**config.mk**
```make
export PLATFORM = sky130hd
export DESIGN_NAME = rpc_rot
export DESIGN_NICKNAME = d
export VERILOG_FILES = /design/src/rtl/rpc_pkg.sv /design/src/rtl/rpc_rot.sv
export SDC_FILE = /design/constraint.sdc
export NUM_CORES = 2
export LEC_CHECK = 0
export ABC_AREA = 1
export ABC_CLOCK_PERIOD_IN_PS = 15850
export BUFFER_PORTS_ARGS = -buffer_cell sky130_fd_sc_hd__buf_2
export CORE_UTILIZATION = 44
export DETAILED_ROUTE_END_ITERATION = 12
export PLACE_DENSITY = 0.61
export SLEW_MARGIN = 5
export SYNTH_ARGS = -nofsm -noshare
export SYNTH_HDL_FRONTEND = slang
export SYNTH_SLANG_ARGS = --single-unit
```
**constraint.sdc**
```tcl
create_clock -name clk -period 15.85 [get_ports clk]
set_input_delay 0 -clock clk [delete_from_list [all_inputs] [get_ports clk]]
set_output_delay 0 -clock clk [all_outputs]
set_load 0.005 [all_outputs]
```
**src/rtl/rpc_pkg.sv**
```systemverilog
package rpc_pkg;

	localparam int CENTER_W  = 24;
	localparam int CREG_W    = 32;
	localparam int REG_IDX_W = 3;

	typedef enum logic [REG_IDX_W-1:0] {
		REG_CENTER_X = 3'd0,
		REG_CENTER_Y = 3'd1,
		REG_CENTER_Z = 3'd2,
		REG_X_COEFFS = 3'd3,
		REG_Y_COEFFS = 3'd4,
		REG_Z_COEFFS = 3'd5
	} rpc_reg_t;

	localparam logic [CENTER_W-1:0] CENTER_RST   = 24'd38400;
	localparam logic [CREG_W-1:0]   X_COEFFS_RST = 32'd1073545544;
	localparam logic [CREG_W-1:0]   Y_COEFFS_RST = 32'd1073676452;
	localparam logic [CREG_W-1:0]   Z_COEFFS_RST = 32'd1072890511;

	// pipeline control that travels with each beat
	typedef struct packed {
		logic vld;
		logic clip;
	} rpc_ctl_t;

endpackage

```
**src/rtl/rpc_rot.sv**
```systemverilog
module rpc_rot #(
	parameter int COORD_WIDTH = 24,
	parameter int COEFF_WIDTH = 16
) (
	input  logic                                  clk,
	input  logic                                  arst_n,
	input  logic [rpc_pkg::CREG_W-1:0]            coeffs,
	input  rpc_pkg::rpc_ctl_t                     in_ctl,
	input  logic signed [COORD_WIDTH-1:0]         in_a,
	input  logic signed [COORD_WIDTH-1:0]         in_b,
	input  logic signed [COORD_WIDTH-1:0]         in_p,
	output logic                                  in_ready,
	output rpc_pkg::rpc_ctl_t                     out_ctl,
	output logic signed [COORD_WIDTH-1:0]         out_a,
	output logic signed [COORD_WIDTH-1:0]         out_b,
	output logic signed [COORD_WIDTH-1:0]         out_p,
	input  logic                                  out_ready
);
	import rpc_pkg::*;

	localparam int PROD_W = COORD_WIDTH + COEFF_WIDTH;
	localparam int ACC_W  = PROD_W + 2;
	localparam int FRAC   = COEFF_WIDTH - 2;

	localparam logic signed [ACC_W-1:0] HALF = ACC_W'(1) << (FRAC - 1);
	localparam logic signed [ACC_W-1:0] HI =
		{{(ACC_W-COORD_WIDTH+1){1'b0}}, {(COORD_WIDTH-1){1'b1}}};
	localparam logic signed [ACC_W-1:0] LO = ~HI;

	function automatic logic [COORD_WIDTH:0] sat_acc(input logic signed [ACC_W-1:0] v);
		if (v > HI) begin
			return {1'b1, HI[COORD_WIDTH-1:0]};
		end else if (v < LO) begin
			return {1'b1, LO[COORD_WIDTH-1:0]};
		end
		return {1'b0, v[COORD_WIDTH-1:0]};
	endfunction

	logic [2*CREG_W-1:0]             coeff_ext;
	logic signed [COEFF_WIDTH-1:0]   cos_c;
	logic signed [COEFF_WIDTH-1:0]   sin_c;

	assign coeff_ext = {{CREG_W{1'b0}}, coeffs};
	assign sin_c     = coeff_ext[COEFF_WIDTH-1:0];
	assign cos_c     = coeff_ext[2*COEFF_WIDTH-1:COEFF_WIDTH];

	rpc_ctl_t                   ctl_s1, ctl_s2;
	logic signed [PROD_W-1:0]   pca_s1, psb_s1, psa_s1, pcb_s1;
	logic signed [COORD_WIDTH-1:0] p_s1, p_s2, na_s2, nb_s2;
	logic                       rdy1, rdy2;

	logic signed [ACC_W-1:0]    acc_a, acc_b;
	logic [COORD_WIDTH:0]       sat_a, sat_b;

	assign rdy2     = !ctl_s2.vld || out_ready;
	assign rdy1     = !ctl_s1.vld || rdy2;
	assign in_ready = rdy1;

	always_comb begin
		acc_a = ACC_W'(pca_s1) - ACC_W'(psb_s1) + HALF;
		acc_b = ACC_W'(psa_s1) + ACC_W'(pcb_s1) + HALF;
		sat_a = sat_acc(acc_a >>> FRAC);
		sat_b = sat_acc(acc_b >>> FRAC);
	end

	always_ff @(posedge clk or negedge arst_n) begin
		if (!arst_n) begin
			ctl_s1 <= '0;
			ctl_s2 <= '0;
		end else begin
			if (rdy1) begin
				ctl_s1 <= in_ctl;
			end
			if (rdy2) begin
				ctl_s2.vld  <= ctl_s1.vld;
				ctl_s2.clip <= ctl_s1.clip | sat_a[COORD_WIDTH] | sat_b[COORD_WIDTH];
			end
		end
	end

	always_ff @(posedge clk) begin
		if (rdy1) begin
			pca_s1 <= PROD_W'(in_a) * PROD_W'(cos_c);
			psb_s1 <= PROD_W'(in_b) * PROD_W'(sin_c);
			psa_s1 <= PROD_W'(in_a) * PROD_W'(sin_c);
			pcb_s1 <= PROD_W'(in_b) * PROD_W'(cos_c);
			p_s1   <= in_p;
		end
		if (rdy2) begin
			na_s2 <= sat_a[COORD_WIDTH-1:0];
			nb_s2 <= sat_b[COORD_WIDTH-1:0];
			p_s2  <= p_s1;
		end
	end

	assign out_ctl = ctl_s2;
	assign out_a   = na_s2;
	assign out_b   = nb_s2;
	assign out_p   = p_s2;

	a_stall_holds: assert property (@(posedge clk) disable iff (!arst_n)
		ctl_s2.vld && !out_ready |=> ctl_s2.vld && $stable(na_s2) && $stable(nb_s2))
		else $error("rotation result changed while stalled");

	a_free_when_drained: assert property (@(posedge clk) disable iff (!arst_n)
		out_ready |-> in_ready)
		else $error("rotation stage refused a beat with downstream ready");

	a_products_move: assert property (@(posedge clk) disable iff (!arst_n)
		ctl_s1.vld && rdy2 |=> ctl_s2.vld)
		else $error("product beat lost between stages");

endmodule

```
==> key figures <==
Place
  • I/O Buffers: 183
  • DP HPWL: about 160000 microns
  • Routability cong.: 0.944
  • Placed cell areas: 0.0742 sq mm

Logic synthesis
  • FF+latch count, synth: 260
  • Count leader, synth: inv_1
  • Share of the synthesized area in the top cell type: 41.9%
  • Synth area leaders: fa_1, inv_1, nand2_1
  • Mean Syn Cell Area: a little over 8 sq um
  • Cell count after synthesis: about 8800
  • Post-synth EDFFs: between 200 and 300
  • Post-synthesis sequential area ratio: 10.9%
  • Warnings from Yosys: 0
  • Post-Syn Area: a little over 0.07 sq mm
  • Mapped Nets: 10900
  • Cell taking the most area after synthesis: fa_1
  • Distinct cells, synth: between 40 and 50
  • Most instantiated cells after synthesis: inv_1, nand2_1, fa_1
  • Share of flip-flops with an asynchronous set or reset: 1.54%
  • Post-synth top flop: edfxtp_1

CTS
  • Num CTS Buffers: 31
  • CTS tree: yes
  • Worst skew pair latency: 0.65 ns
  • Root Buffer: clkbuf_16
  • Clock Path Buffers: 3
  • Hold buffer count at cts: 29
  • Clock-pin slew on the worst setup and hold paths: 0.07 ns
  • CTS sink count: 260
  • Post_cts resized: 0
  • Postcts setup bufs: 0
  • H-tree depth: 1

Route
  • # DRC: 0
  • DR WL/cell: 18.5 microns
  • Pre-antenna DRT Iters: 6
  • Final WL: 203000 microns
  • Iteration-0 DRC Markers: 3662
  • Vias/cell: about 5
  • Via count: 54700
  • DRT antenna net count: 0

Worst hold path
  • Worst hold start: in_p[5]
  • Worst hold path endpoint: p_s1[5]
  • HP Class: in -> reg
  • Cell count of the worst hold path: 2

Critical path
  • CP startpoint kind: primary input
  • Element type at the critical path end: flip-flop
  • R2r endpoint: out_b[0]
  • Critical Path, Cell by Cell: buf_2, buf_4, nand2_1, fa_1, inv_1, fa_1, inv_1, fa_1, fa_1, fa_1, fa_1, inv_1, ha_1, nand2_1, nor2_1, inv_1, nor4_1, o21ai_0, nand3_1, nand2_1, nand2_1, xor2_1
  • CP max FO: 44
  • CP max stage cell: buf_4
  • CP most frequent cell: fa_1
  • RR Startpoint: psa_s1[39]
  • Setup crit start: coeffs[4]
  • Worst stage delay on the critical path: 0.65 ns
  • Crit path DAT: 6.55 ns
  • Crit path kind: in -> reg
  • FF-to-FF path depth: 15
  • FF-to-FF setup slack: 11.61 ns
  • CP Data Required Time: about 16 ns

STA
  • Setup violators final: 0
  • Slew @ Worst Pin: 1.13 ns
  • RSZ-0062 raised after global routing: no
  • Minimum clock period after layout: just over 6 ns
  • Final hold viol count: 0
  • Fmax achieved: 162 MHz
  • Setup Skew: 0.0228 ns
  • Max-slew violation count: 0
  • Slew Limit Headroom: 24.5%
  • Setup TNS Final: 0 ns
  • Period Utilization, post-route: about two fifths

Global route
  • Vias in the first global route: 57800
  • All-layer global routing usage: 25.5%
  • First-pass GRT wire length: 323000 microns
  • Largest net degree at the start of global routing: 79
  • Initial antenna violation count: 16
  • Grt total ovfl: 0

Outcome
  • Status: finished clean

Floorplanning
  • Die width: 405 microns
  • Die extent in y: 405 microns
  • # IOs: 184
  • Die ar.: 0.164 sq mm
  • Std-Cell Rows: between 100 and 150
  • Initial cell density of the core: 44.4%
  • CORE AREA: 0.161 sq mm

Final layout
  • Nets: roughly 11000
  • Share of layout cells above drive strength 1: 3.94%
  • Synth-to-Final Area Change: 5.84%
  • Final Util: 47.0%
  • Finished layout cell area: 0.0756 sq mm

Job
  • MaxCap Viol Count: 0
worst max-delay path by stage:
stage | to | slack, ns | cells after the start
2_1_floorplan | pcb_s1[37] | 10.24 | 20
3_3_place_gp | psb_s1[22] | 9.16 | 22
3_5_place_dp | psa_s1[38] | 9.10 | 22
4_1_cts | psa_s1[38] | 9.77 | 22
5_1_grt | psa_s1[38] | 9.31 | 22
6_report | psa_s1[38] | 9.69 | 22
kinds of logic after synthesis:
group	after synthesis	synth area share (%)
buffers and inverters	3018	15.9
AND/OR/NAND/NOR	2678	14.6
adder cells (fa/ha/maj)	2044	51.5
AO/OA/AOI/OAI	525	4.28
flip-flops	260	10.9
XOR/XNOR	228	2.80
multiplexers	1	0.0158
layout by cell type (no fill, tap or decap), types with 18 or more instances in the layout:
cell,count
a21o_1,23
a21oi_1,234
a31oi_1,46
buf_2,183
buf_4,48
clkbuf_16,31
dlygate4sd3_1,29
edfxtp_1,256
fa_1,1496
ha_1,548
inv_1,2704
nand2_1,2139
nand3_1,91
nand4_1,26
nor2_1,356
nor3_1,21
o21ai_0,102
o21ai_1,20
o21ai_2,26
o21bai_1,18
xnor2_1,85
xor2_1,143
critical path: cells and delay by family:
kind	cells	cell delay, ns
adders and majority gates	7	3.47
buffers and inverters	6	1.42
and+or+nand+nor	7	1.33
AOI/OAI and AO/OA	1	0.19
xor gates and xnor gates	1	0.06
per-stage QoR:
| stage | std cells | hold slack [ns] | setup slack, ns |
|---|---|---|---|
| finish | 10900 | 0.0765 | 9.69 |
| global placement | 10800 | -0.190 | 9.16 |
| floorplan | 8754 | -0.296 | 10.24 |
| CTS | 10900 | 0.0266 | 9.77 |
| detailed placement | 10800 | -0.190 | 9.10 |
| global route | 10900 | 0.0538 | 9.31 |
flip-flops by register name, indices dropped and copies added (netlist names):
| register | count |
|---|---|
| out_a | 24 |
| out_p | 24 |
| psa_s1 | 40 |
| p_s1 | 24 |
| out_b | 24 |
| out_ctl | 2 |
| ctl_s1 | 2 |
| pca_s1 | 40 |
| psb_s1 | 40 |
| pcb_s1 | 40 |
layer usage:
metal  track usage, %  part of all wire (%)
met2             42.5                    47
met5                0                 0.028
met4             6.01                   2.4
met3             3.63                   7.6
met1             35.1                    43
cell type report:
type	count	area (sq um)
diodes	7	17.5
inverters	2705	10200
clock inverters	19	288
fillers	15900	85300
well taps	2160	2700
clock buffers	38	802
flip-flops and latches	260	7790
repair buffers	260	1570
multi-input cells	5476	52300
Power is left out: the tool's default activity adds up to more than one toggle a clock period on the data nets, which glitch-free logic cannot reach.
